==> config.mk <==
export PLATFORM = sky130hd
export DESIGN_NAME = v27_guarded_scrambler_core_flat
export DESIGN_NICKNAME = d
export VERILOG_FILES = /design/src/sv/vgs_pkg.sv /design/src/sv/vgs_in_if.sv /design/src/sv/vgs_out_if.sv /design/src/sv/vgs_bit_cell.sv /design/src/sv/vgs_out_stage.sv /design/src/sv/v27_guarded_scrambler_core.sv /design/src/flat_wrapper.sv
export SDC_FILE = /design/constraint.sdc
export NUM_CORES = 1
export LEC_CHECK = 0
export ABC_CLOCK_PERIOD_IN_PS = 12200
export BUFFER_PORTS_ARGS = -buffer_cell sky130_fd_sc_hd__buf_4
export CAP_MARGIN = 25
export CORE_MARGIN = 2
export CORE_UTILIZATION = 45
export CTS_CLUSTER_DIAMETER = 50
export DETAILED_ROUTE_END_ITERATION = 6
export GPL_ROUTABILITY_DRIVEN = 0
export PLACE_DENSITY = 0.7
export SYNTH_ARGS = -nofsm -noshare
export SYNTH_HDL_FRONTEND = slang
export SYNTH_SLANG_ARGS = --single-unit
export TNS_END_PERCENT = 50
==> constraint.sdc <==
create_clock -name i_clk -period 12.2 [get_ports i_clk]
set_input_delay 1.22 -clock i_clk [delete_from_list [all_inputs] [get_ports i_clk]]
set_output_delay 1.22 -clock i_clk [all_outputs]
set_load 0.05 [all_outputs]
==> src/sv/vgs_pkg.sv <==
// Shared types and constants of the guarded scrambler core.
package vgs_pkg;

    localparam int BYTE_W  = 8;
    localparam int HIST_W  = 12;
    localparam int COUNT_W = 6;
    localparam int CFG_IDX_W  = 1;
    localparam int CFG_DATA_W = 1;

    // Configuration register indexes
    typedef enum logic [CFG_IDX_W-1:0] {
        CFG_DESCRAMBLE = 1'b0,
        CFG_BIS        = 1'b1
    } t_cfg_idx;

    // Operating mode, held in the top level
    typedef struct packed {
        logic descramble;
        logic bis;
    } t_cfg;

    // One result word as it waits in the output stage
    typedef struct packed {
        logic [BYTE_W-1:0] data;
        logic              last;
    } t_word;

endpackage

==> src/sv/vgs_in_if.sv <==
// Input channel: one byte of line bits plus end-of-block mark.
interface vgs_in_if;
    import vgs_pkg::*;

    logic              valid;
    logic              ready;
    logic [BYTE_W-1:0] data_in;
    logic              last_in;

    modport source (output valid, output data_in, output last_in, input ready);
    modport sink   (input valid, input data_in, input last_in, output ready);
endinterface

==> src/sv/vgs_out_if.sv <==
// Output channel: one processed byte plus end-of-block mark.
interface vgs_out_if;
    import vgs_pkg::*;

    logic              valid;
    logic              ready;
    logic [BYTE_W-1:0] data_out;
    logic              last_out;

    modport source (output valid, output data_out, output last_out, input ready);
    modport sink   (input valid, input data_out, input last_out, output ready);
endinterface

==> src/sv/vgs_bit_cell.sv <==
// One bit lane: guard counter, inversion, 1 + x^-6 + x^-7 tap and repetition check.
module vgs_bit_cell (
    input  vgs_pkg::t_cfg                   i_cfg,
    input  logic [vgs_pkg::COUNT_W-1:0]     i_reload,
    input  logic                            i_bit,
    input  logic [vgs_pkg::HIST_W-1:0]      i_hist,
    input  logic [vgs_pkg::COUNT_W-1:0]     i_count,
    output logic                            o_bit,
    output logic [vgs_pkg::HIST_W-1:0]      o_hist,
    output logic [vgs_pkg::COUNT_W-1:0]     o_count
);
    import vgs_pkg::*;

    logic [COUNT_W-1:0] dec;
    logic               guard_hit;
    logic               scr_bit;
    logic               line;
    logic               differs;

    always_comb begin
        // guard counter steps down; at zero it reloads and flips the bit
        dec       = i_count - COUNT_W'(1);
        guard_hit = (dec == '0);
        scr_bit   = i_bit ^ guard_hit ^ i_hist[5] ^ i_hist[6];
        line      = i_cfg.descramble ? i_bit : scr_bit;

        // line bit unlike all checked history taps restarts the guard
        differs = (i_hist[8] != line) && (i_hist[11] != line)
                  && (!i_cfg.bis || (i_hist[7] != line));

        o_bit   = scr_bit;
        o_hist  = {i_hist[HIST_W-2:0], line};
        o_count = (guard_hit || differs) ? i_reload : dec;
    end
endmodule

==> src/sv/vgs_out_stage.sv <==
// Output register with a skid entry so the input side can take one more word when the output stalls.
module vgs_out_stage (
    input  logic           i_clk,
    input  logic           i_rst_n,
    input  logic           i_push,
    input  vgs_pkg::t_word i_word,
    output logic           o_push_ready,
    output logic           o_valid,
    output vgs_pkg::t_word o_word,
    input  logic           i_ready
);
    import vgs_pkg::*;

    logic  r_out_valid;
    logic  r_skid_valid;
    t_word r_out;
    t_word r_skid;
    logic  pop;

    assign pop          = r_out_valid && i_ready;
    assign o_push_ready = !r_skid_valid;
    assign o_valid      = r_out_valid;
    assign o_word       = r_out;

    // valid flags
    always_ff @(posedge i_clk) begin
        if (!i_rst_n) begin
            r_out_valid  <= 1'b0;
            r_skid_valid <= 1'b0;
        end else if (r_skid_valid) begin
            if (pop) begin
                r_skid_valid <= 1'b0;
            end
        end else if (i_push) begin
            if (r_out_valid && !pop) begin
                r_skid_valid <= 1'b1;
            end else begin
                r_out_valid <= 1'b1;
            end
        end else if (pop) begin
            r_out_valid <= 1'b0;
        end
    end

    // payload
    always_ff @(posedge i_clk) begin
        if (r_skid_valid) begin
            if (pop) begin
                r_out <= r_skid;
            end
        end else if (i_push) begin
            if (r_out_valid && !pop) begin
                r_skid <= i_word;
            end else begin
                r_out <= i_word;
            end
        end
    end
endmodule

==> src/sv/v27_guarded_scrambler_core.sv <==
// Top level of the guarded self-synchronizing scrambler/descrambler.
// Takes one byte word per clock and returns one byte word per clock while the
// output side is ready; each accepted word is registered in the output stage.
// Eight bit lanes are chained through the 12-bit history and the 6-bit guard
// counter in a single cycle, so the rate, set by that chain, is one word per
// cycle while the output does not stall; a two-entry output stage takes one
// more word on a stall, then input ready stays low until the output takes a word.
// Bits are handled LSB first. A config write (index 0: descramble mode,
// index 1: V.27bis repetition tap) stores bit 0 of the data and restarts the
// history and guard counter; write config only while no word is in flight.
module v27_guarded_scrambler_core #(
    parameter int GUARD_LENGTH = 34
) (
    input  logic                               i_clk,
    input  logic                               i_rst_n,
    input  logic                               i_cfg_we,
    input  logic [vgs_pkg::CFG_IDX_W-1:0]      i_cfg_idx,
    input  logic [vgs_pkg::CFG_DATA_W-1:0]     i_cfg_data,
    vgs_in_if.sink                             i_in,
    vgs_out_if.source                          o_out
);
    import vgs_pkg::*;

    localparam logic [COUNT_W-1:0] RELOAD = COUNT_W'(GUARD_LENGTH);

    t_cfg               r_cfg;
    logic [HIST_W-1:0]  r_hist;
    logic [COUNT_W-1:0] r_count;

    logic [HIST_W-1:0]  hist_chain  [0:BYTE_W];
    logic [COUNT_W-1:0] count_chain [0:BYTE_W];
    logic [BYTE_W-1:0]  lane_bits;
    logic               accept;
    logic               push_ready;
    t_word              word_in;
    t_word              word_out;

    assign accept     = i_in.valid && push_ready;
    assign i_in.ready = push_ready;

    // bit lanes chained through history and guard counter
    assign hist_chain[0]  = r_hist;
    assign count_chain[0] = r_count;

    for (genvar g = 0; g < BYTE_W; g++) begin : g_lane
        vgs_bit_cell u_cell (
            .i_cfg    (r_cfg),
            .i_reload (RELOAD),
            .i_bit    (i_in.data_in[g]),
            .i_hist   (hist_chain[g]),
            .i_count  (count_chain[g]),
            .o_bit    (lane_bits[g]),
            .o_hist   (hist_chain[g+1]),
            .o_count  (count_chain[g+1])
        );
    end

    // merge lane outputs into one word
    assign word_in.data = lane_bits;
    assign word_in.last = i_in.last_in;

    // mode registers and scrambler state
    always_ff @(posedge i_clk) begin
        if (!i_rst_n) begin
            r_cfg   <= '0;
            r_hist  <= '0;
            r_count <= RELOAD;
        end else if (i_cfg_we) begin
            case (t_cfg_idx'(i_cfg_idx))
                CFG_DESCRAMBLE: r_cfg.descramble <= i_cfg_data[0];
                CFG_BIS:        r_cfg.bis        <= i_cfg_data[0];
                default:        r_cfg            <= r_cfg;
            endcase
            r_hist  <= '0;
            r_count <= RELOAD;
        end else if (accept) begin
            r_hist  <= hist_chain[BYTE_W];
            r_count <= count_chain[BYTE_W];
        end
    end

    vgs_out_stage u_out (
        .i_clk        (i_clk),
        .i_rst_n      (i_rst_n),
        .i_push       (accept),
        .i_word       (word_in),
        .o_push_ready (push_ready),
        .o_valid      (o_out.valid),
        .o_word       (word_out),
        .i_ready      (o_out.ready)
    );

    assign o_out.data_out = word_out.data;
    assign o_out.last_out = word_out.last;

    // a config write always restarts the scrambler state
    a_cfg_restart: assert property (@(posedge i_clk) disable iff (!i_rst_n)
        i_cfg_we |=> (r_hist == '0) && (r_count == RELOAD))
        else $error("state not restarted after config write");

    // guard counter never rests at zero
    a_count_nonzero: assert property (@(posedge i_clk) disable iff (!i_rst_n)
        $past(i_rst_n) |-> (r_count != '0))
        else $error("guard counter at zero");

    // input side only stalls while a word is held for the output
    a_stall_has_word: assert property (@(posedge i_clk) disable iff (!i_rst_n)
        !push_ready |-> o_out.valid)
        else $error("input stalled with no output word pending");

    // after a word is accepted, the output offers a word on the next cycle
    a_accept_shows: assert property (@(posedge i_clk) disable iff (!i_rst_n)
        accept |=> o_out.valid)
        else $error("accepted word not offered");
endmodule
==> src/flat_wrapper.sv <==
// flat-port wrapper written by rule: the top's interface ports become plain ports
module v27_guarded_scrambler_core_flat import vgs_pkg::*;
#(
    parameter int GUARD_LENGTH = 34
)
  (i_clk, i_rst_n, i_cfg_we, i_cfg_idx, i_cfg_data, i_in_valid, i_in_data_in, i_in_last_in, i_in_ready, o_out_valid, o_out_data_out, o_out_last_out, o_out_ready);
  vgs_in_if i_in_i ();
  vgs_out_if o_out_i ();
  input  logic i_clk;
  input  logic i_rst_n;
  input  logic i_cfg_we;
  input  logic [vgs_pkg::CFG_IDX_W-1:0] i_cfg_idx;
  input  logic [vgs_pkg::CFG_DATA_W-1:0] i_cfg_data;
  input wire logic [$bits(i_in_i.valid)-1:0] i_in_valid;
  input wire logic [$bits(i_in_i.data_in)-1:0] i_in_data_in;
  input wire logic [$bits(i_in_i.last_in)-1:0] i_in_last_in;
  output wire logic [$bits(i_in_i.ready)-1:0] i_in_ready;
  output wire logic [$bits(o_out_i.valid)-1:0] o_out_valid;
  output wire logic [$bits(o_out_i.data_out)-1:0] o_out_data_out;
  output wire logic [$bits(o_out_i.last_out)-1:0] o_out_last_out;
  input wire logic [$bits(o_out_i.ready)-1:0] o_out_ready;
  assign i_in_i.valid = i_in_valid;
  assign i_in_i.data_in = i_in_data_in;
  assign i_in_i.last_in = i_in_last_in;
  assign i_in_ready = i_in_i.ready;
  assign o_out_valid = o_out_i.valid;
  assign o_out_data_out = o_out_i.data_out;
  assign o_out_last_out = o_out_i.last_out;
  assign o_out_i.ready = o_out_ready;
  v27_guarded_scrambler_core #(.GUARD_LENGTH(GUARD_LENGTH)) u_core (.i_clk(i_clk), .i_rst_n(i_rst_n), .i_cfg_we(i_cfg_we), .i_cfg_idx(i_cfg_idx), .i_cfg_data(i_cfg_data), .i_in(i_in_i), .o_out(o_out_i));
endmodule
* Word-level counts from Yosys, hierarchy flattened
Index checks and enable logic that the tools add are counted.
** Word-level totals
- Output and inout port bits :: 11
- Flip-flop bits (word level) :: 40
- Input bits :: 16
- Word-level logic and storage cells :: 153
** Cells by class
- Add/sub/neg operators :: 8
- Reductions and logical operators :: 54
- Multiplexer cells :: 27
- Bitwise operators :: 27
- Eq/ne operators :: 27
** Operator list (count)
- zero test 6 bit :: 8
- two-way mux 6 bit :: 8
- subtractor 6 x 1 -> 6 bit (second input constant) :: 8
- two-way mux 9 bit :: 4
- != test 1 bit :: 24
- XOR 1 bit :: 24
- logical AND 1 bit :: 19
- logical OR 1 bit :: 16
- two-way mux 1 bit :: 15
- AND reduction 3 bit :: 3
- != test 2 bit (second input constant) :: 2
- AND reduction 2 bit :: 2
- nonzero test 2 bit :: 2
- zero test 1 bit :: 3
- NOT 1 bit :: 3
- != test 2 x 1 -> 1 bit (second input constant) :: 1
- OR reduction 2 bit :: 1

* Depth between registers and ports, before layout
Gate-level depths: netlist of the first run.
- Depth after elaboration :: 88
- Gate-level depth with buffers :: 67
- Mapped depth without buffers :: 61

* Hierarchy
Synthesis of the first run repeated with hierarchy kept, for this count alone.
** Second synthesis, totals
- Cells, all modules :: 684
- Area total of the unflattened synthesis :: 6060.8 sq um
** By module, submodules not included
- vgs_bit_cell :: cells each 69, seq. area each 0.0 sq um, times used 8, area an instance 561.8 sq um
- v27_guarded_scrambler_core :: cells each 90, seq. area each 400.4 sq um, times used 1, area an instance 800.8 sq um
- vgs_out_stage :: cells each 42, seq. area each 580.6 sq um, times used 1, area an instance 765.7 sq um

* Worst setup path after synthesis of the first run
OpenSTA, ideal clock, no wires.
- Path type :: input -> register
- From :: input port i_in_data_in[0]
- To :: register u_core.r_count[5]
- Slack :: -282 ps
- Arrival :: 12360 ps
- Stages :: 58
- Data required time :: 12078 ps
- Buffers on the path :: 5
- Setup time :: 122 ps
- Cell sequence :: or3_4 > a21o_1 > and3_1 > buf_2 > and2_1 > ha_1 > buf_1 > nor3_1 > o21ai_0 > o31a_1 > buf_2 > and2_1 > ha_1 > clkbuf_1 > or4b_4 > a21oi_4 > o211ai_4 > and3_1 > [... 22 more ...] > a31oi_4 > and2_1 > ha_1 > and2_1 > a31oi_1 > o31ai_2 > a211o_2 > o21ai_4 > nor2_2 > inv_2 > ha_1 > xnor2_1 > a2111oi_0 > nor3b_2 > a31oi_4 > mux2i_1 > nand3_2 > o32a_1
** On the way
- Cells in the longest elaborated chain, start to end :: 86
- Elaborated cells between the ends (all ways) :: 110
- Those cells by class :: 7 x add/sub; 24 x eq/ne; 16 x mux; 24 x bitwise; 39 x reduce/logical
** RTL lines
- start, declared :: line flat_wrapper.sv:15 : input wire logic [$bits(i_in_i.data_in)-1:0] i_in_data_in;
- XOR 1 bit (3 in a row) :: line vgs_bit_cell.sv:24 : scr_bit = i_bit ^ guard_hit ^ i_hist[5] ^ i_hist[6];
- two-way mux 1 bit (*) :: line vgs_bit_cell.sv:25 : line = i_cfg.descramble ? i_bit : scr_bit;
- != test 1 bit, on equally long branches :: line vgs_bit_cell.sv:28, vgs_bit_cell.sv:29
- logical AND 1 bit / logical OR 1 bit (equally long branches) :: line vgs_bit_cell.sv:28, vgs_bit_cell.sv:29
- logical AND 1 bit :: line vgs_bit_cell.sv:29 : && (!i_cfg.bis || (i_hist[7] != line));
- logical OR 1 bit :: line vgs_bit_cell.sv:33 : o_count = (guard_hit || differs) ? i_reload : dec;
- two-way mux 6 bit :: line vgs_bit_cell.sv:33
- subtractor 6 x 1 -> 6 bit :: line vgs_bit_cell.sv:22 : dec = i_count - COUNT_W'(1);
- [... 66 more ...]
- zero test 6 bit :: line vgs_bit_cell.sv:23 : guard_hit = (dec == '0);
- XOR 1 bit (3 in a row) :: line vgs_bit_cell.sv:24
- two-way mux 1 bit :: line vgs_bit_cell.sv:25
- != test 1 bit, on equally long branches :: line vgs_bit_cell.sv:28, vgs_bit_cell.sv:29
- logical AND 1 bit / logical OR 1 bit (equally long branches) :: line vgs_bit_cell.sv:28, vgs_bit_cell.sv:29
- logical AND 1 bit :: line vgs_bit_cell.sv:29
- logical OR 1 bit :: line vgs_bit_cell.sv:33
- two-way mux 6 bit (*) :: line vgs_bit_cell.sv:33
- end signal, assigned :: line v27_guarded_scrambler_core.sv:78 : r_count <= count_chain[BYTE_W];
- end, declared :: line v27_guarded_scrambler_core.sv:28 : logic [COUNT_W-1:0] r_count;
Mark *: on every way between the ends. The rest lies on a longest branch, timed or not.
A chain may end at the register's enable or synchronous reset.

* Final worst setup path of the first run
Same ends and word-level chain as after synthesis.

==> results of run 1 <==
==> cell families (layout without fill, tap and decap cells) <==
| family | count (synthesis) | in the layout |
|---|---|---|
| AOI/OAI and AO/OA | 153 | 153 |
| and+or+nand+nor | 204 | 204 |
| xor gates and xnor gates | 49 | 49 |
| adders and majority gates | 15 | 15 |
| buffers and inverters | 55 | 100 |
| muxes | 30 | 30 |
| DFF | 40 | 40 |
==> layout by cell type (no fill, tap or decap), types with 5 or more instances in the layout <==
master | Yosys | routed
nor2_1 | 51 | 49
clkbuf_8 | 0 | 5
nand2_1 | 44 | 44
a211oi_1 | 8 | 8
or2_2 | 5 | 5
nor2b_1 | 7 | 7
a31oi_1 | 12 | 12
edfxtp_1 | 18 | 18
nand2b_1 | 9 | 9
o211a_1 | 8 | 8
xor2_1 | 6 | 6
inv_1 | 25 | 24
o21ai_0 | 20 | 19
mux2_2 | 12 | 12
xnor2_1 | 40 | 39
mux2i_1 | 17 | 15
and3_1 | 10 | 7
and2_1 | 7 | 6
buf_4 | 1 | 65
dfxtp_1 | 22 | 22
nand3_1 | 15 | 14
ha_1 | 15 | 9
nor3_1 | 18 | 15
a21oi_1 | 33 | 33
==> worst reg2reg max path, delay by kind of cell (launching register included) <==
family	cells	cell delay, ns
flip-flops	1	0.42
multiplexers	3	0.55
buffers and inverters	7	0.91
adder cells (fa/ha/maj)	8	1.60
XOR/XNOR	1	0.12
AND/OR/NAND/NOR	20	4.14
AO/OA/AOI/OAI	19	3.79
==> cells in the mapped netlist (3+ instances only) <==
| master | count | area share |
|---|---|---|
| a2111oi_0 | 3 | 0.0058 |
| a211oi_1 | 8 | 0.013 |
| a211oi_2 | 3 | 0.0083 |
| a21o_1 | 3 | 0.0050 |
| a21oi_1 | 33 | 0.037 |
| a31o_2 | 3 | 0.0058 |
| a31oi_1 | 12 | 0.017 |
| and2_1 | 7 | 0.0097 |
| and3_1 | 10 | 0.014 |
| buf_2 | 8 | 0.0089 |
| clkbuf_1 | 18 | 0.015 |
| dfxtp_1 | 22 | 0.098 |
| edfxtp_1 | 18 | 0.12 |
| ha_1 | 15 | 0.042 |
| inv_1 | 25 | 0.021 |
| mux2_2 | 12 | 0.030 |
| mux2i_1 | 17 | 0.038 |
| nand2_1 | 44 | 0.037 |
| nand2b_1 | 9 | 0.012 |
| nand3_1 | 15 | 0.017 |
| nand3b_1 | 4 | 0.0067 |
| nor2_1 | 51 | 0.042 |
| nor2b_1 | 7 | 0.0097 |
| nor3_1 | 18 | 0.020 |
| nor3b_1 | 4 | 0.0067 |
| nor4bb_1 | 4 | 0.0089 |
| o211a_1 | 8 | 0.018 |
| o211ai_1 | 3 | 0.0050 |
| o21ai_0 | 20 | 0.022 |
| o31ai_1 | 5 | 0.0083 |
| or2_2 | 5 | 0.0069 |
| or3_1 | 4 | 0.0056 |
| xnor2_1 | 40 | 0.078 |
| xor2_1 | 6 | 0.012 |
==> metal layers <==
metal / global-route usage / vias to the layer above / wire length (µm)
met5: 0 / - / 0
met4: 0.0483 / 0 / 150
met3: 0.0301 / 19 / 738
met2: 0.386 / 167 / 6390
met1: 0.300 / 2155 / 5540
li1: - / 2101 / -
==> stage by stage <==
stage               setup WS, ns  total power, mW  TNS [ns]  hold WS (ns)
finish                     0.457            0.954         0         0.485
global route             -0.0717             1.01    -0.125         0.507
CTS                       0.0508            0.897         0         0.480
detailed placement        -0.460            0.782     -2.78         0.466
global placement           0.154            0.771         0         0.457
floorplan                 0.0443            0.635         0         0.446
==> report_power, final <==
| part | switching [mW] | internal, mW |
|---|---|---|
| clock network | 0.0476 | 0.0605 |
| registers | 0.0111 | 0.154 |
| logic | 0.392 | 0.289 |
==> registers in the layout (all words and copies together), names as in the netlist <==
signal,flops
u_core.u_out.o_valid,1
u_core.u_out.r_skid,9
u_core.r_cfg,2
u_core.r_count,6
u_core.r_hist,12
u_core.u_out.r_skid_valid,1
u_core.u_out.o_word,9
==> worst min path at each step <==
stage,from,endpoint,slack [ns],cells after the start
after global routing,u_core.r_hist[10]$_SDFFE_PP0P_,u_core.r_hist[10]$_SDFFE_PP0P_,0.51,2
after CTS,u_core.r_hist[10]$_SDFFE_PP0P_,u_core.r_hist[10]$_SDFFE_PP0P_,0.48,2
after floorplan,u_core.r_hist[10]$_SDFFE_PP0P_,u_core.r_hist[10]$_SDFFE_PP0P_,0.45,2
final,u_core.r_hist[10]$_SDFFE_PP0P_,u_core.r_hist[10]$_SDFFE_PP0P_,0.49,2
after detailed placement,u_core.r_hist[10]$_SDFFE_PP0P_,u_core.r_hist[10]$_SDFFE_PP0P_,0.47,2
after global placement,u_core.r_hist[10]$_SDFFE_PP0P_,u_core.r_hist[10]$_SDFFE_PP0P_,0.46,2
==> final cells by class <==
class,count,area share
Tap cell,133,0.0312
Timing Repair Buffer,65,0.0915
Sequential cell,40,0.184
Clock inverter,3,0.00797
Clock buffer,5,0.0129
Multi-Input combinational cell,451,0.654
Inverter,27,0.0190
==> timing repair <==
item                                    in CTS  in global routing
pin swaps                                    0                  6
endpoints found under the setup margin       4                  9
gates resized for setup                      3                 29
hold endpoints to repair                     0                  0
setup buffers                                0                  7
==> impl_metrics.py, run 1 <==
metrics = {
    "global_routing": {
        "grt_max_degree": 25,
        "antenna_found_initial": 0,
        "grt_pass1_wl_um": 20300,
        "grt_pass1_vias": 4119,
        "grt_use_total": 0.224,
        "grt.overflow.total": 0,
    },
    "critical_path": {
        "worstPathRequired_ns": 12.38,
        "max_stage_delay_ns": 0.56,
        "r2r-start": "u_core.r_count[1]$_SDFFE_PP1P_",
        "r2r_slack_ns": 0.54,
        "crit_path_top_delay_cell": "or4b_4",
        "cp.depth": 56,
        "cp_num_buf_inv": 6,
        "cp-start-kind": "primary input",
        "critPathCapture": "u_core.r_count[5]$_SDFFE_PP1P_",
        "path_max_fanout": 8,
        "crit_start": "i_in_data_in[0]",
        "rr_endpoint": "u_core.r_count[5]$_SDFFE_PP1P_",
        "path_class": "in2reg",
        "reg2regPathDepth": 58,
        "critPathTopFamily": "simple AND/OR/NAND/NOR gates",
        "critPathArrivalTime_ns": 11.93,
        "cp-end-kind": "register",
    },
    "yosys": {
        "yosysSeqAreaShare": 0.218,
        "synth_compound_area_frac": 0.271,
        "netlist_area_um2": 4500,
        "synth_edf_count": 18,
        "syn_nets": 577,
        "synth_xor_area_frac": 0.103,
        "avgSynthCellArea_um2": 8.25,
        "synthAdderAreaFrac": 0.0417,
        "synth-main-ff-cell": "dfxtp_1",
        "synth-simple-area-share": 0.247,
        "synthMuxAreaShare": 0.0711,
        "ys_warn_count": 0,
        "ys_types": 96,
        "synth_top_family_by_area": "compound AO/OA/AOI/OAI gates",
        "ys_seq_elements": 40,
        "syn_inst": 546,
        "async_flop_share": 0,
    },
    "clock_network": {
        "cts_root_buffer": "clkbuf_8",
        "cts_buffers": 5,
        "cts-hold-fix-buffers": 0,
        "path_clk_slew_ns": 0.08,
        "cts_tree": "yes",
        "cts_max_level": 2,
        "insertion_delay_ns": 0.30,
        "clockBufferDepth": 2,
        "cts.sinks": 40,
    },
    "sta": {
        "finalCriticalPeriod_ns": 11.74,
        "fmax_mhz": 85.2,
        "max_slew_margin": 0.292,
        "worstMarginPinSlew_ns": 1.06,
        "slew_violations": 0,
        "period_share": 0.963,
        "hold_viol": 0,
        "setup_viol": 0,
        "skew_ns": 0.00805,
    },
    "place": {
        "placed_area_um2": 5010,
        "dp.final_hpwl_um": 9770,
        "port_buffers": 26,
        "dp.cells": 709,
    },
    "detailed_routing": {
        "drt_first_pass_iters": 5,
        "wl_per_cell_um": 17.7,
        "vias": 4442,
        "drcViolationCount": 0,
        "drt-initial-drc-count": 328,
        "routed_wl_um": 12800,
        "ant_nets": 0,
        "avgViaCountPerCell": 6.14,
    },
    "finish": {
        "diodes": 0,
        "final_layout_size_suffix_gt1_frac": 0.264,
        "final_net_count": 621,
        "final_cells": 724,
        "multi_input_area_um2": 3490,
        "syn_to_final_growth_pct": 18.4,
        "final.fill_count": 908,
        "ff_latch_area_um2": 981,
        "final_area_um2": 5340,
        "final_core_util": 0.548,
    },
    "pwr": {
        "powerDensity_nw_per_um2": 179,
        "max-vdd-ir-drop_uv": 90.0,
        "p_leak_nw": 2.02,
    },
    "die": {
        "rows": 36,
        "die-area_um2": 10800,
        "start_util": 0.463,
        "core_um2": 9730,
        "ios": 27,
        "die_w_um": 104,
        "die-height_um": 104,
    },
    "min_path": {
        "hold_class": "reg2reg",
    },
    "job": {
        "maxCapViolCount": 0,
    },
    "status": {
        "status": "completed",
    },
}
Power figures use the tool's default switching activity.
==> run 2: changes to the inputs <==
--- a/config.mk
+++ b/config.mk
@@ -13,7 +13,7 @@
 export CTS_CLUSTER_DIAMETER = 50
 export DETAILED_ROUTE_END_ITERATION = 6
 export GPL_ROUTABILITY_DRIVEN = 0
-export PLACE_DENSITY = 0.7
+export PLACE_DENSITY_LB_ADDON = 0.1
 export SYNTH_ARGS = -nofsm -noshare
 export SYNTH_HDL_FRONTEND = slang
 export SYNTH_SLANG_ARGS = --single-unit
==> constraint.sdc (replaced) <==
create_clock -name i_clk -period 12.2 [get_ports i_clk]
set_input_delay 3.66 -clock i_clk [delete_from_list [all_inputs] [get_ports i_clk]]
set_output_delay 3.66 -clock i_clk [all_outputs]
set_load 0.05 [all_outputs]
==> impl_metrics.py, run 2 (synthesis results as in run 1) <==
metrics = {
    "finish": {
        "final_area_um2": 6430,
        "ff_latch_area_um2": 981,
        "final_net_count": 736,
        "final.fill_count": 837,
        "layout_commonest_cell": "buf_4",
        "largest_register_ffs": 12,
        "multi_input_area_um2": 3710,
        "final_layout_size_suffix_gt1_frac": 0.424,
        "mostFrequentLayoutCells": "buf_4, nor2_1, nand2_1",
        "top_register": "u_core.r_hist",
        "syn_to_final_growth_pct": 42.7,
        "diodes": 0,
        "final_core_util": 0.661,
    },
    "place": {
        "placed_area_um2": 5830,
        "dpl_worst_slack_ns": -1.67,
        "port_buffers": 26,
        "dp.final_hpwl_um": 10800,
    },
    "die": {
        "ios": 27,
        "core_um2": 9730,
        "die-height_um": 104,
        "start_util": 0.463,
        "die-area_um2": 10800,
        "die_w_um": 104,
        "rows": 36,
    },
    "global_routing": {
        "grt_pass1_wl_um": 22500,
        "grt_busiest_layer": "met2",
        "met1_usage": 0.336,
        "grt_use_total": 0.252,
        "antenna_found_initial": 0,
        "use_met2": 0.432,
        "grtUsageMet3": 0.0294,
        "grt.overflow.total": 0,
        "grt_pass1_vias": 4610,
        "grt_max_degree": 27,
    },
    "pwr": {
        "p_comb_frac": 0.776,
        "powerDensity_nw_per_um2": 194,
        "p_int_uw": 715,
        "p_switching_uw": 531,
        "max-vdd-ir-drop_uv": 170,
        "p_leak_nw": 2.64,
        "clkPwrFrac": 0.090,
        "swShare": 0.426,
        "seq_power_share": 0.134,
    },
    "sta": {
        "skew_ns": 0.00734,
        "fmax_mhz": 75.9,
        "max_slew_margin": 0.251,
        "fin_ws_ns": -0.981,
        "finalCriticalPeriod_ns": 13.18,
        "worstMarginPinSlew_ns": 1.09,
        "period_share": 1.08,
        "tns_ns": -8.27,
        "rsz0062_at_grt": "yes",
        "slew_violations": 0,
        "setup_viol": 11,
        "hold_viol": 0,
    },
    "critical_path": {
        "crit_path_top_delay_cell": "or4b_4",
        "worstPathRequired_ns": 12.39,
        "cp-start-kind": "primary input",
        "cp-end-kind": "register",
        "critPathArrivalTime_ns": 13.37,
        "path_common_cell": "ha_4",
        "path_class": "in2reg",
        "max_stage_delay_ns": 0.50,
        "path_max_fanout": 7,
    },
    "detailed_routing": {
        "drt-initial-drc-count": 259,
        "routed_wl_um": 13900,
        "ant_nets": 0,
        "drt_first_pass_iters": 5,
        "vias": 4747,
        "wl_per_cell_um": 16.6,
        "drcViolationCount": 0,
        "avgViaCountPerCell": 5.66,
    },
    "clock_network": {
        "cts_buffers": 5,
        "clockBufferDepth": 2,
        "insertion_delay_ns": 0.29,
        "cts_max_level": 2,
        "cts-hold-fix-buffers": 0,
        "cts.sinks": 40,
        "path_clk_slew_ns": 0.08,
        "cts_root_buffer": "clkbuf_8",
        "cts_tree": "yes",
    },
    "status": {
        "violations": "negative setup slack",
        "status": "complete, but fails checks",
    },
    "job": {
        "maxCapViolCount": 0,
    },
    "min_path": {
        "hold_class": "reg2reg",
    },
}
## run 2: cell count changes in the layout (fill, tap and decap cells not counted), moves of 3 or more
| cell | before | now |
|---|---|---|
| buf_4 | 65 | 178 |
| and2_4 | 1 | 7 |
| and2_1 | 6 | 1 |
| nand2_1 | 44 | 39 |
| ha_4 | 3 | 7 |
| ha_2 | 3 | 0 |
| inv_1 | 24 | 21 |
| inv_2 | 3 | 6 |
| nand2_2 | 0 | 3 |
## run 2: layout make-up
cell class,count,area share
Inverter,27,0.0158
Multi-Input combinational cell,451,0.576
Clock buffer,5,0.0107
Clock inverter,3,0.00720
Sequential cell,40,0.153
Timing Repair Buffer,180,0.211
Tap cell,133,0.0259
## run 2: per-stage QoR
| stage | std cells | hold WS [ns] | total power, mW |
|---|---|---|---|
| after floorplan | 546 | 0.446 | 0.678 |
| after global placement | 794 | 0.460 | 0.973 |
| after detailed placement | 794 | 0.467 | 0.989 |
| after CTS | 827 | 0.479 | 1.18 |
| after global routing | 839 | 0.503 | 1.33 |
| final | 839 | 0.479 | 1.25 |
## run 2: path summary, 6_finish.rpt
path         depth (start not counted)  slack (ns)                            from                        endpoint
max                                 53       -0.98                 i_in_data_in[0]  u_core.r_count[5]$_SDFFE_PP1P_
min                                  2        0.48  u_core.r_hist[11]$_SDFFE_PP0P_  u_core.r_hist[11]$_SDFFE_PP0P_
max reg2reg                         56        1.18  u_core.r_count[1]$_SDFFE_PP1P_  u_core.r_count[5]$_SDFFE_PP1P_
min reg2reg                          2        0.48  u_core.r_hist[11]$_SDFFE_PP0P_  u_core.r_hist[11]$_SDFFE_PP0P_
## run 2: layer usage
metal / vias up / share of wire
li1: 2330 / -
met1: 2295 / 0.46
met2: 101 / 0.49
met3: 21 / 0.034
met4: 0 / 0.019
met5: - / 0
## run 2: power groups by stage
stage / sequential, mW / clock (mW) / combinational (mW)
CTS: 0.167 / 0.114 / 0.898
global route: 0.169 / 0.119 / 1.04
floorplan: 0.177 / 0 / 0.501
global placement: 0.169 / 0 / 0.804
detailed placement: 0.170 / 0 / 0.819
finish: 0.167 / 0.112 / 0.967
## run 2: timing repair
item,4_1_cts,5_1_grt
endpoints found under the setup margin,11,12
resized for setup,17,26
hold endpoints to repair,0,0
buffers inserted,25,12
gates cloned,0,0
pin swaps,18,21
## run 2: critical path, delay by kind of cell
kind                       cells  cell delay [ns]
AOI/OAI and AO/OA             21             4.02
and+or+nand+nor               19             3.67
adders and majority gates      7             1.25
muxes                          2             0.32
buffers and inverters          3             0.25
xor gates and xnor gates       1             0.14
==> run 3: changes to the inputs <==
--- a/config.mk
+++ b/config.mk
@@ -8,8 +8,10 @@
 export ABC_CLOCK_PERIOD_IN_PS = 12200
 export BUFFER_PORTS_ARGS = -buffer_cell sky130_fd_sc_hd__buf_4
 export CAP_MARGIN = 25
+export CELL_PAD_IN_SITES_DETAIL_PLACEMENT = 1
+export CELL_PAD_IN_SITES_GLOBAL_PLACEMENT = 1
 export CORE_MARGIN = 2
-export CORE_UTILIZATION = 45
+export CORE_UTILIZATION = 43
 export CTS_CLUSTER_DIAMETER = 50
 export DETAILED_ROUTE_END_ITERATION = 6
 export GPL_ROUTABILITY_DRIVEN = 0
==> impl_metrics.py, run 3 (synthesis results as in run 1) <==
metrics = {
    "status": {
        "status": "complete, but fails checks",
        "violations": "negative setup slack",
    },
    "finish": {
        "final.fill_count": 1201,
        "top_register": "u_core.r_hist",
        "diodes": 0,
        "mostFrequentLayoutCells": "buf_4, nor2_1, nand2_1",
        "multi_input_area_um2": 3740,
        "syn_to_final_growth_pct": 43.8,
        "layout_commonest_cell": "buf_4",
        "ff_latch_area_um2": 981,
        "final_layout_size_suffix_gt1_frac": 0.420,
        "final_net_count": 733,
        "final_area_um2": 6470,
        "final_cells": 839,
        "largest_register_ffs": 12,
    },
    "clock_network": {
        "insertion_delay_ns": 0.31,
        "clockBufferDepth": 2,
        "cts_buffers": 5,
        "cts-hold-fix-buffers": 0,
        "cts.sinks": 40,
        "cts_tree": "yes",
        "cts_root_buffer": "clkbuf_8",
        "path_clk_slew_ns": 0.09,
        "cts_max_level": 2,
    },
    "global_routing": {
        "grt_pass1_vias": 5184,
        "antenna_found_initial": 0,
        "grt_use_total": 0.301,
        "grt_max_degree": 20,
        "grt_pass1_wl_um": 26900,
        "grt.overflow.total": 0,
    },
    "pwr": {
        "max-vdd-ir-drop_uv": 151,
        "p_leak_nw": 2.64,
        "powerDensity_nw_per_um2": 204,
    },
    "sta": {
        "tns_ns": -15.60,
        "worstMarginPinSlew_ns": 1.12,
        "finalCriticalPeriod_ns": 13.83,
        "period_share": 1.13,
        "slew_violations": 0,
        "hold_viol": 0,
        "fmax_mhz": 72.3,
        "fin_ws_ns": -1.63,
        "fin_hold_ws_ns": 0.493,
        "setup_viol": 12,
        "rsz0062_at_grt": "yes",
        "max_slew_margin": 0.235,
        "skew_ns": 0.00925,
    },
    "critical_path": {
        "r2r-start": "u_core.r_count[1]$_SDFFE_PP1P_",
        "reg2regPathDepth": 60,
        "critPathCapture": "u_core.r_count[1]$_SDFFE_PP1P_",
        "cp-start-kind": "primary input",
        "rr_endpoint": "u_core.r_count[1]$_SDFFE_PP1P_",
        "worstPathRequired_ns": 12.39,
        "path_max_fanout": 6,
        "crit_start": "i_in_data_in[0]",
        "max_stage_delay_ns": 0.57,
        "critPathArrivalTime_ns": 14.02,
        "r2r_slack_ns": 0.45,
        "path_common_cell": "ha_4",
        "crit_path_top_delay_cell": "or4b_4",
        "path_class": "in2reg",
        "cp-end-kind": "register",
    },
    "detailed_routing": {
        "drt_first_pass_iters": 5,
        "drcViolationCount": 0,
        "vias": 5053,
        "drt-initial-drc-count": 271,
        "avgViaCountPerCell": 6.02,
        "routed_wl_um": 18700,
        "wl_per_cell_um": 22.3,
        "ant_nets": 0,
    },
    "die": {
        "die-area_um2": 11300,
        "rows": 37,
        "start_util": 0.440,
        "ios": 27,
        "die-height_um": 106,
        "core_um2": 10200,
        "die_w_um": 106,
    },
    "place": {
        "dp.final_hpwl_um": 12700,
        "port_buffers": 26,
        "placed_area_um2": 5820,
        "dp.cells": 795,
    },
    "min_path": {
        "hold_class": "reg2reg",
    },
    "job": {
        "maxCapViolCount": 0,
    },
}
-- run 3: changes by cell type in the layout (fill, tap and decap cells not counted), sizes merged --
cell,before,now
inv,28,27
buf,180,177
clkinvlp,1,0
clkinv,0,1
clkbuf,5,6
-- run 3: worst max-delay path: cells and delay by family --
family,cells,cell delay (ns)
buffers and inverters,7,0.90
AND/OR/NAND/NOR,22,3.94
AO/OA/AOI/OAI,19,3.39
adder cells (fa/ha/maj),7,1.23
multiplexers,3,0.84
-- run 3: worst min-delay path by stage --
stage / depth (start not counted) / endpoint / from
4_1_cts: 2 / u_core.r_hist[11]$_SDFFE_PP0P_ / u_core.r_hist[11]$_SDFFE_PP0P_
3_5_place_dp: 2 / u_core.r_hist[11]$_SDFFE_PP0P_ / u_core.r_hist[11]$_SDFFE_PP0P_
3_3_place_gp: 2 / u_core.r_hist[10]$_SDFFE_PP0P_ / u_core.r_hist[10]$_SDFFE_PP0P_
5_1_grt: 2 / u_core.r_hist[11]$_SDFFE_PP0P_ / u_core.r_hist[11]$_SDFFE_PP0P_
2_1_floorplan: 2 / u_core.r_hist[10]$_SDFFE_PP0P_ / u_core.r_hist[10]$_SDFFE_PP0P_
6_report: 2 / u_core.r_hist[9]$_SDFFE_PP0P_ / u_core.r_hist[9]$_SDFFE_PP0P_
-- run 3: repair_timing --
item / CTS / global route
setup endpoints to repair: 12 / 12
pin swaps: 24 / 30
buffers inserted: 24 / 11
resized for setup: 33 / 17
endpoints found under the hold margin: 0 / 0
-- run 3: cell type report --
class,count,area share
flip-flops and latches,40,0.151
repair buffers,177,0.211
well taps,136,0.0263
multi-input cells,451,0.577
clock inverters,2,0.00599
inverters,27,0.0157
clock buffers,6,0.0128
-- run 3: power breakdown --
| group | total (mW) | internal (mW) | switching (mW) | leakage, nW |
|---|---|---|---|---|
| logic | 1.04 | 0.502 | 0.535 | 2.24 |
| registers | 0.169 | 0.154 | 0.0149 | 0.347 |
| clock network | 0.117 | 0.0669 | 0.0501 | 0.0614 |
-- run 3: per-layer routing --
metal | vias to the layer above | routed length [µm] | GRT usage | share of wire
li1 | 2339 | - | - | -
met1 | 2500 | 7480 | 0.361 | 0.40
met2 | 151 | 9700 | 0.556 | 0.52
met3 | 63 | 680 | 0.0276 | 0.036
met4 | 0 | 809 | 0.109 | 0.043
met5 | - | 0 | 0 | 0
-- run 3: metrics by stage --
stage / total power, mW / worst slack [ns] / utilization
final: 1.32 / -1.63 / 0.633
after global routing: 1.38 / -1.92 / 0.633
after CTS: 1.21 / -1.13 / 0.614
after detailed placement: 1.01 / -1.90 / 0.569
after global placement: 0.978 / -1.25 / 0.569
after floorplan: 0.678 / -1.79 / -
